### config.mk
export PLATFORM = sky130hd
export DESIGN_NAME = k_stacks_shared_buffer
export DESIGN_NICKNAME = d
export VERILOG_FILES = /design/src/hw/rtl/ksb_pkg.sv /design/src/hw/rtl/k_stacks_shared_buffer.sv
export SDC_FILE = /design/constraint.sdc
export NUM_CORES = 1
export LEC_CHECK = 0
export BUFFER_PORTS_ARGS = -buffer_cell sky130_fd_sc_hd__buf_2
export CAP_MARGIN = 30
export CORE_MARGIN = 4
export CORE_UTILIZATION = 56
export CTS_CLUSTER_SIZE = 28
export DETAILED_ROUTE_END_ITERATION = 8
export HOLD_SLACK_MARGIN = 0.05
export PLACE_DENSITY = 0.76
export SLEW_MARGIN = 40
export SYNTH_ARGS = -nofsm -noshare
export SYNTH_HDL_FRONTEND = slang
export SYNTH_SLANG_ARGS = --single-unit
### constraint.sdc
create_clock -name clock -period 5.6 [get_ports clock]
set_input_delay 0.56 -clock clock [delete_from_list [all_inputs] [get_ports clock]]
set_output_delay 0.56 -clock clock [all_outputs]
set_load 0.01 [all_outputs]
### src/hw/rtl/ksb_pkg.sv
// ----------------------------------------------------------------------------
// ksb_pkg
// Shared constants and types for the shared-buffer stack block: store sizes,
// pointer widths, operation and status codes.
// ----------------------------------------------------------------------------
package ksb_pkg;

   localparam int SLOT_COUNT  = 16;
   localparam int STACK_COUNT = 4;

   // pointer holds slot indexes plus the null value SLOT_COUNT
   localparam int PTR_W       = $clog2(SLOT_COUNT + 1);
   localparam int SLOT_IDX_W  = $clog2(SLOT_COUNT);
   localparam int STACK_IDX_W = (STACK_COUNT > 1) ? $clog2(STACK_COUNT) : 1;
   localparam int SID_W       = 2;
   localparam int DATA_W      = 32;

   localparam logic [PTR_W-1:0]  NULL_PTR    = PTR_W'(SLOT_COUNT);
   localparam logic [DATA_W-1:0] EMPTY_VALUE = 32'h7FFF_FFFF;

   typedef enum logic {
      OP_PUSH = 1'b0,
      OP_POP  = 1'b1
   } op_type;

   typedef enum logic [1:0] {
      ST_OK        = 2'd0,
      ST_OVERFLOW  = 2'd1,
      ST_UNDERFLOW = 2'd2
   } status_type;

endpackage

### src/hw/rtl/k_stacks_shared_buffer.sv
// ----------------------------------------------------------------------------
// k_stacks_shared_buffer
// Several LIFO stacks sharing one slot store, with unused slots on a free list.
// ----------------------------------------------------------------------------
// Usage: a request beat is taken when start is high and busy is low. Every
// request gives exactly one response beat, rsp_valid high for one cycle, which
// the receiver must take as it comes. A request passes through an accept cycle
// and an execute cycle: the accept cycle reads the link and value memories
// (synchronous read) while writing back the new link, and the following cycle
// applies the pointer that came out of the link memory; busy is high during
// that execute cycle, so no new request is taken until it is over. The response
// appears in the cycle after that and overlaps the next accept. After reset the
// link memory is initialized by a pass over all SLOT_COUNT slots (one entry per
// cycle), during which busy stays high. A push on a full store, or on a stack
// id that does not exist, reports overflow; a pop on an empty or nonexistent
// stack reports underflow with data 0x7fffffff. Neither changes any state.
module k_stacks_shared_buffer (
   input  logic                         clock,
   input  logic                         reset,
   input  logic                         start,
   output logic                         busy,
   input  logic                         req_type,
   input  logic [ksb_pkg::SID_W-1:0]    req_stack_id,
   input  logic signed [ksb_pkg::DATA_W-1:0] req_push_data,
   output logic                         rsp_valid,
   output logic signed [ksb_pkg::DATA_W-1:0] rsp_pop_data,
   output ksb_pkg::status_type          rsp_status
);
   import ksb_pkg::*;

   typedef enum logic [1:0] {
      S_INIT,
      S_IDLE,
      S_EXEC
   } state_type;

   state_type state_ff;

   // slot store: values and links, registered read
   logic [DATA_W-1:0] slot_values [SLOT_COUNT];
   logic [PTR_W-1:0]  slot_links  [SLOT_COUNT];

   // stack heads and free list head live in flops
   logic [PTR_W-1:0]  stack_heads_ff [STACK_COUNT];
   logic [PTR_W-1:0]  free_head_ff;

   logic [SLOT_IDX_W-1:0]  init_cnt_ff;
   logic                   op_ff;
   logic [STACK_IDX_W-1:0] sid_ff;
   logic                   err_ff;
   logic [PTR_W-1:0]       link_rd_ff;
   logic [DATA_W-1:0]      value_rd_ff;

   logic                   rsp_valid_ff;
   logic [DATA_W-1:0]      rsp_data_ff;
   status_type             rsp_status_ff;

   logic                   accept;
   logic                   is_push;
   logic                   sid_ok;
   logic [STACK_IDX_W-1:0] sid_idx;
   logic [PTR_W-1:0]       head_sel;
   logic                   req_err;
   logic                   do_op;
   logic [PTR_W-1:0]       slot_ptr;
   logic [SLOT_IDX_W-1:0]  slot_idx;

   logic                   link_we;
   logic [SLOT_IDX_W-1:0]  link_wa;
   logic [PTR_W-1:0]       link_wd;

   assign busy   = (state_ff != S_IDLE);
   assign accept = start && (state_ff == S_IDLE);

   // request decode
   assign is_push  = (req_type == OP_PUSH);
   assign sid_ok   = ({{(32-SID_W){1'b0}}, req_stack_id} < 32'(STACK_COUNT));
   assign sid_idx  = STACK_IDX_W'(req_stack_id);
   assign head_sel = sid_ok ? stack_heads_ff[sid_idx] : NULL_PTR;

   // bad stack id, full store on push, empty stack on pop; corrupt pointers count as null
   always_comb begin
      if (is_push) begin
         req_err = !sid_ok || (free_head_ff >= NULL_PTR);
      end else begin
         req_err = !sid_ok || (head_sel >= NULL_PTR);
      end
   end

   assign do_op    = accept && !req_err;
   assign slot_ptr = is_push ? free_head_ff : head_sel;
   assign slot_idx = slot_ptr[SLOT_IDX_W-1:0];

   // link write port: init pass, or relink of the slot being moved
   always_comb begin
      link_we = 1'b0;
      link_wa = slot_idx;
      link_wd = is_push ? head_sel : free_head_ff;
      if (state_ff == S_INIT) begin
         link_we = 1'b1;
         link_wa = init_cnt_ff;
         link_wd = PTR_W'(init_cnt_ff) + PTR_W'(1);
      end else if (do_op) begin
         link_we = 1'b1;
      end
   end

   // link memory, read-before-write on the same slot
   always_ff @(posedge clock) begin
      if (do_op) begin
         link_rd_ff <= slot_links[slot_idx];
      end
      if (link_we) begin
         slot_links[link_wa] <= link_wd;
      end
   end

   // value memory
   always_ff @(posedge clock) begin
      if (do_op && !is_push) begin
         value_rd_ff <= slot_values[slot_idx];
      end
      if (do_op && is_push) begin
         slot_values[slot_idx] <= req_push_data;
      end
   end

   // sequencer, pointer registers and response
   always_ff @(posedge clock) begin
      if (reset) begin
         state_ff     <= S_INIT;
         init_cnt_ff  <= '0;
         free_head_ff <= '0;
         rsp_valid_ff <= 1'b0;
         for (int i = 0; i < STACK_COUNT; i++) begin
            stack_heads_ff[i] <= NULL_PTR;
         end
      end else begin
         rsp_valid_ff <= 1'b0;
         unique case (state_ff)
            S_INIT: begin
               init_cnt_ff <= init_cnt_ff + SLOT_IDX_W'(1);
               if (init_cnt_ff == SLOT_IDX_W'(SLOT_COUNT - 1)) begin
                  state_ff <= S_IDLE;
               end
            end
            S_IDLE: begin
               if (accept) begin
                  op_ff    <= req_type;
                  sid_ff   <= sid_idx;
                  err_ff   <= req_err;
                  state_ff <= S_EXEC;
                  if (!req_err) begin
                     if (is_push) begin
                        // slot goes in front of the stack
                        stack_heads_ff[sid_idx] <= free_head_ff;
                     end else begin
                        // slot goes back in front of the free list
                        free_head_ff <= head_sel;
                     end
                  end
               end
            end
            S_EXEC: begin
               rsp_valid_ff <= 1'b1;
               state_ff     <= S_IDLE;
               if (err_ff) begin
                  if (op_ff == OP_PUSH) begin
                     rsp_status_ff <= ST_OVERFLOW;
                     rsp_data_ff   <= '0;
                  end else begin
                     rsp_status_ff <= ST_UNDERFLOW;
                     rsp_data_ff   <= EMPTY_VALUE;
                  end
               end else begin
                  rsp_status_ff <= ST_OK;
                  if (op_ff == OP_PUSH) begin
                     // old link of the taken slot is the next free slot
                     free_head_ff <= link_rd_ff;
                     rsp_data_ff  <= '0;
                  end else begin
                     // old link of the popped slot is the new stack head
                     stack_heads_ff[sid_ff] <= link_rd_ff;
                     rsp_data_ff            <= value_rd_ff;
                  end
               end
            end
            default: begin
               state_ff <= S_IDLE;
            end
         endcase
      end
   end

   assign rsp_valid    = rsp_valid_ff;
   assign rsp_pop_data = rsp_data_ff;
   assign rsp_status   = rsp_status_ff;

endmodule

==> results.sh, run 1 <==
export IMPL_status="finished, final reports clean"
export IMPL_root_buffer="clkbuf_16"
export IMPL_num_rows=80
export IMPL_syn_nets=1534
export IMPL_vias=15038
export IMPL_ctsResizeCount=0
export IMPL_yosys_top_cells_count="687 x edfxtp_1, 109 x a22o_1, 97 x nor2_1"
export IMPL_dp_hpwl_um=36000
export IMPL_required_ns=5.90
export IMPL_maxSlewViolCount=0
export IMPL_drc=0
export IMPL_rr_startpoint="free_head_ff[0]"
export IMPL_synth_cell_area_mm2=0.0272
export IMPL_pin_count=74
export IMPL_cts_path_max_buffers=3
export IMPL_gp_congestion=0.823
export IMPL_powerDensity_mw_per_mm2=351
export IMPL_cts_hold_buf=0
export IMPL_nets=1611
export IMPL_fp_dieH_um=228
export IMPL_core_mm2=0.0478
export IMPL_async_flop_share_pct=0
export IMPL_cts_sinks=699
export IMPL_rr_worst_depth=7
export IMPL_synth_warnings=0
export IMPL_syn_inst=1495
export IMPL_ant_nets=0
export IMPL_grt_pass1_wl_um=94100
export IMPL_numPortBuffers=73
export IMPL_postCtsSetupBuffers=0
export IMPL_worstHoldPathCells=4
export IMPL_initial_core_util_pct=56.8
export IMPL_min_path_type="primary input to register"
export IMPL_synth_largest_area_cell="edfxtp_1"
export IMPL_dp_cells=2118
export IMPL_worst_hold_startpoint="start"
export IMPL_drt_pass1_iter_count=5
export IMPL_yosys_cell_count_top_type="edfxtp_1"
export IMPL_p_leak_nw=9.85
export IMPL_synth_cell_types=60
export IMPL_finalWorstSetupSlack_ns=1.88
export IMPL_clk_pin_slew_ns=0.06
export IMPL_tightestPinTransition_ns=0.860
export IMPL_grt_pass1_vias=14846
export IMPL_fmax_mhz=269
export IMPL_grt_max_degree=78
export IMPL_arrival_ns=4.02
export IMPL_crit_start="free_head_ff[0]"
export IMPL_synth_area_top_cells="edfxtp_1 76%, mux4_2 5.8%, a22o_1 3.5%, a22oi_1 2.2%, o21ai_0 1.4%"
export IMPL_layoutNonFillerInstCount=2236
export IMPL_wl_per_cell_um=28.1
export IMPL_period_needed_ns=3.72
export IMPL_yosysTopAreaCellShare_pct=75.9
export IMPL_cp_end_kind="register"
export IMPL_finalCritPeriodShare_pct=66.4
export IMPL_cts_inserted_buffers=67
export IMPL_drt_iter0_markers=1917
export IMPL_die_area_mm2=0.0521
export IMPL_synth_edf_count=687
export IMPL_antenna_found_initial=3
export IMPL_cts_tree="built"
export IMPL_whs_ns=0.315
export IMPL_wl_um=62800
export IMPL_critPathKind="register to register"
export IMPL_setup_violations=0
export IMPL_cap_violations=0
export IMPL_post_place_ws_ns=1.45
export IMPL_clock_skew_ns=0.0204
export IMPL_h_tree_depth=3
export IMPL_startpoint_type="register"
export IMPL_grt_overflow=0
export IMPL_die_w_um=228
export IMPL_rsz0062_at_grt="false"
export IMPL_yosysSeqAreaShare_pct=76.8
export IMPL_drive_above_1_share_pct=18.8
export IMPL_ir_drop_mv=0.190
export IMPL_ys_seq_elements=699
export IMPL_nFillCells=3120
export IMPL_slew_headroom_pct=42.2
export IMPL_syn_area_per_cell_um2=18.2
export IMPL_routed_via_density=6.73
export IMPL_hold_viol=0
export IMPL_crit_fanout=42
export IMPL_syn2layout_area_growth_pct=12.1
export IMPL_ys_flop_type="edfxtp_1"
export IMPL_fin_tns_setup_ns=0
export IMPL_track_usage_pct=23.9
export IMPL_clock_latency_ns=0.59
==> cells by family (layout without fill, tap and decap cells) <==
| family | after synthesis | after routing | synth area share (%) |
|---|---|---|---|
| AO/OA/AOI/OAI | 379 | 379 | 10.7 |
| AND/OR/NAND/NOR | 214 | 214 | 3.63 |
| buffers and inverters | 105 | 229 | 1.70 |
| flip-flops | 699 | 699 | 76.8 |
| XOR/XNOR | 5 | 5 | 0.161 |
| multiplexers | 92 | 92 | 7.01 |
| other | 0 | 2 | 0 |
| adder cells (fa/ha/maj) | 1 | 1 | 0.0460 |
==> metal layers <==
metal	vias to the layer above	routed length, um	GRT usage, %
met5	-	13	0
met4	2	1470	7.44
met3	106	7110	5.98
met2	916	29600	37.0
met1	7685	24600	34.2
li1	6329	-	-
==> final timing paths <==
path	endpoint	slack [ns]
max	value_rd_ff[14]	1.88
min	state_ff[0]	0.32
max reg2reg	value_rd_ff[14]	1.88
min reg2reg	rsp_pop_data[16]	0.52
==> cell usage in the layout, fill, tap and decap left out, types with 9 or more instances in the layout <==
cell type	synthesis	routed
nand2_1	26	26
and3_4	0	12
mux2i_1	11	11
a221o_1	36	36
a22o_1	109	109
mux4_2	70	70
clkbuf_16	0	71
nand3_1	43	43
dfxtp_1	12	12
clkinv_1	1	13
nor2_1	97	92
o21ai_0	77	76
buf_2	10	73
edfxtp_1	687	687
clkbuf_1	65	14
clkinv_2	0	11
a22oi_1	79	79
buf_4	1	28
o21a_1	33	33
nand2b_1	9	9
==> state kept, by name, indices dropped and copies added (netlist names), 2 cells and up <==
| signal | cells |
|---|---|
| slot_values | 512 |
| stack_heads_ff | 20 |
| value_rd_ff | 32 |
| sid_ff | 2 |
| slot_links | 80 |
| state_ff | 2 |
| init_cnt_ff | 4 |
| rsp_status | 2 |
| free_head_ff | 5 |
| rsp_pop_data | 32 |
| link_rd_ff | 5 |
==> worst max-delay path, stage by stage (launching register included) <==
cell	delay, ns
dfxtp_1	0.61
inv_1	0.18
o22ai_1	0.29
a21o_4	0.62
buf_4	0.58
mux4_2	0.59
a22oi_1	0.36
nand3_1	0.16
==> where the power goes <==
| part | switching [mW] | internal (mW) | total (mW) |
|---|---|---|---|
| clock network | 1.85 | 2.58 | 4.43 |
| logic | 0.322 | 0.167 | 0.489 |
| registers | 0.00914 | 5.77 | 5.78 |
| total | 2.18 | 8.52 | 10.7 |
==> cell type report <==
type                    count  area (um^2)  share of cell area, %
diodes                      2         5.00                 0.0164
clock buffers              85         1830                   6.00
clock inverters            31          298                  0.977
inverters                   9         33.8                  0.111
multi-input cells         691         6040                   19.8
flip-flops and latches    699        20900                   68.5
well taps                 615          769                   2.53
repair buffers            104          617                   2.02
==> stage by stage <==
| stage | utilization (%) | total power [mW] | area (um^2) |
|---|---|---|---|
| after CTS | 63.6 | 10.7 | 30500 |
| after detailed placement | 59.2 | 6.37 | 28300 |
| after global routing | 63.7 | 11.0 | 30500 |
| final | 63.7 | 10.7 | 30500 |
| after floorplan | - | 6.18 | 27200 |
| after global placement | 59.0 | 6.35 | 28200 |
(Power assumes the default switching activity.)
==> run 2, diff against run 1 <==
CORE_UTILIZATION = 62   (was 56)
PLACE_DENSITY = 0.79   (was 0.76)
clock period = 3.6 ns   (was 5.6 ns; I/O delays follow)
==> results.sh, run 2 (synthesized netlist as in run 1, its figures left out) <==
export IMPL_status="finished, final reports clean"
export IMPL_track_usage_pct=27.7
export IMPL_pin_count=74
export IMPL_powerDensity_mw_per_mm2=530
export IMPL_die_area_mm2=0.0473
export IMPL_initial_core_util_pct=63.0
export IMPL_layoutNonFillerInstCount=2246
export IMPL_slew_headroom_pct=42.9
export IMPL_largest_reg_flops=512
export IMPL_p_switching_mw=3.34
export IMPL_cap_violations=0
export IMPL_worstHoldPathCells=4
export IMPL_place_area_mm2=0.0288
export IMPL_grt_pass1_wl_um=98000
export IMPL_wl_um=64300
export IMPL_finish_utilization_pct=71.4
export IMPL_vias=15452
export IMPL_crit_fanout=16
export IMPL_min_path_type="primary input to register"
export IMPL_pwr_share_seq_pct=55.1
export IMPL_p_comb_share_pct=4.7
export IMPL_fp_dieH_um=217
export IMPL_cts_inserted_buffers=67
export IMPL_setup_violations=0
export IMPL_finalWorstSetupSlack_ns=0.570
export IMPL_routed_via_density=6.88
export IMPL_cts_tree="built"
export IMPL_crit_chain="inv_1, o22ai_1, a21o_4, buf_4, mux4_1, a22oi_1, nand3_1"
export IMPL_cts_hold_buf=0
export IMPL_ir_drop_mv=0.441
export IMPL_drive_above_1_share_pct=20.5
export IMPL_multi_input_area_mm2=0.00602
export IMPL_cpMaxStageDelayCell="dfxtp_1"
export IMPL_ant_nets=0
export IMPL_fin_tns_setup_ns=0
export IMPL_cp_end_kind="register"
export IMPL_drc=0
export IMPL_finalCritPeriodShare_pct=84.2
export IMPL_fmax_mhz=330
export IMPL_hold_viol=0
export IMPL_ctsResizeCount=0
export IMPL_gp_congestion=0.833
export IMPL_startpoint_type="register"
export IMPL_period_needed_ns=3.03
export IMPL_wl_per_cell_um=28.6
export IMPL_cts_sinks=699
export IMPL_r2r_setup_slack_ns=0.57
export IMPL_hold_end="state_ff[0]"
export IMPL_slowest_delay_ns=0.62
export IMPL_num_rows=76
export IMPL_rr_startpoint="free_head_ff[0]"
export IMPL_grt_overflow=0
export IMPL_tightestPinTransition_ns=0.853
export IMPL_rsz0062_at_grt="false"
export IMPL_power_switching_share_pct=20.4
export IMPL_dp_cells=2127
export IMPL_post_place_ws_ns=0.390
export IMPL_nets=1652
export IMPL_root_buffer="clkbuf_16"
export IMPL_rr_worst_depth=7
export IMPL_critPathKind="register to register"
export IMPL_postCtsSetupBuffers=0
export IMPL_clockPowerShare_pct=40.2
export IMPL_final_common_cell="edfxtp_1"
export IMPL_required_ns=3.90
export IMPL_numPortBuffers=73
export IMPL_seqCellArea_mm2=0.0209
export IMPL_cts_path_max_buffers=3
export IMPL_final_cell_area_mm2=0.0308
export IMPL_intPower_mw=13.0
export IMPL_maxSlewViolCount=0
export IMPL_clk_pin_slew_ns=0.06
export IMPL_antenna_found_initial=1
export IMPL_grt_max_degree=60
export IMPL_crit_start="free_head_ff[0]"
export IMPL_clock_latency_ns=0.59
export IMPL_total_power_mw=16.3
export IMPL_r2r_end="link_rd_ff[4]"
export IMPL_die_w_um=217
export IMPL_worst_hold_startpoint="start"
export IMPL_h_tree_depth=3
export IMPL_dp_hpwl_um=37900
export IMPL_largest_register="slot_values"
export IMPL_layout_common_cells="687 x edfxtp_1, 109 x a22o_1, 93 x nor2_1"
export IMPL_drt_pass1_iter_count=6
export IMPL_reg_top3="slot_values x512, slot_links x80"
export IMPL_whs_ns=0.0936
export IMPL_core_mm2=0.0432
export IMPL_syn2layout_area_growth_pct=13.4
export IMPL_arrival_ns=3.33
export IMPL_drt_iter0_markers=2153
export IMPL_clock_skew_ns=0.0258
export IMPL_p_leak_nw=10.1
export IMPL_nFillCells=2541
export IMPL_grt_pass1_vias=15783
[run 2: changes by cell type in the layout (fill, tap and decap cells not counted), moves of 3 or more]
cell,before,now
bufinv_16,6,3
and3_4,12,0
buf_4,28,50
clkinv_2,11,8
and3_2,1,13
buf_12,0,16
clkbuf_1,14,20
[run 2: per-layer routing]
| layer | share of wire, % | track usage (%) | up-vias | wire [um] |
|---|---|---|---|---|
| li1 | - | - | 6418 | - |
| met1 | 37 | 38.6 | 7827 | 23700 |
| met2 | 50 | 45.3 | 1079 | 31900 |
| met3 | 11 | 5.01 | 128 | 7030 |
| met4 | 2.7 | 9.43 | 0 | 1720 |
| met5 | 0 | 0 | - | 0 |
[run 2: power by group through the flow]
| stage | clock [mW] | sequential [mW] | combinational, mW |
|---|---|---|---|
| 5_1_grt | 6.98 | 8.99 | 0.830 |
| 6_report | 6.57 | 8.99 | 0.773 |
| 2_1_floorplan | 0 | 9.16 | 0.451 |
| 3_3_place_gp | 0 | 9.16 | 0.723 |
| 4_1_cts | 6.63 | 8.99 | 0.764 |
| 3_5_place_dp | 0 | 9.17 | 0.754 |
[run 2: cell type report]
cell class              count  share of cell area, %
multi-input cells         691                   19.5
repair buffers            145                   3.75
flip-flops and latches    699                   67.7
clock inverters            27                  0.690
diodes                      1                0.00812
well taps                 585                   2.37
clock buffers              89                   5.84
inverters                   9                  0.110
[run 2: worst max-delay path by stage]
| stage | end | slack (ns) | depth (start not counted) |
|---|---|---|---|
| detailed placement | value_rd_ff[11] | 0.39 | 8 |
| finish | link_rd_ff[4] | 0.57 | 7 |
| global placement | value_rd_ff[2] | 0.51 | 8 |
| global route | link_rd_ff[4] | 0.42 | 7 |
| floorplan | slot_values[2][0] | 0.20 | 6 |
| CTS | link_rd_ff[4] | 0.62 | 7 |
[run 2: critical path, delay by kind of cell (launching register included)]
| kind | cells | cell delay (ns) |
|---|---|---|
| mux | 1 | 0.61 |
| flops | 1 | 0.62 |
| buf+inv | 2 | 0.52 |
| compound gates | 3 | 0.88 |
| simple gates | 1 | 0.11 |
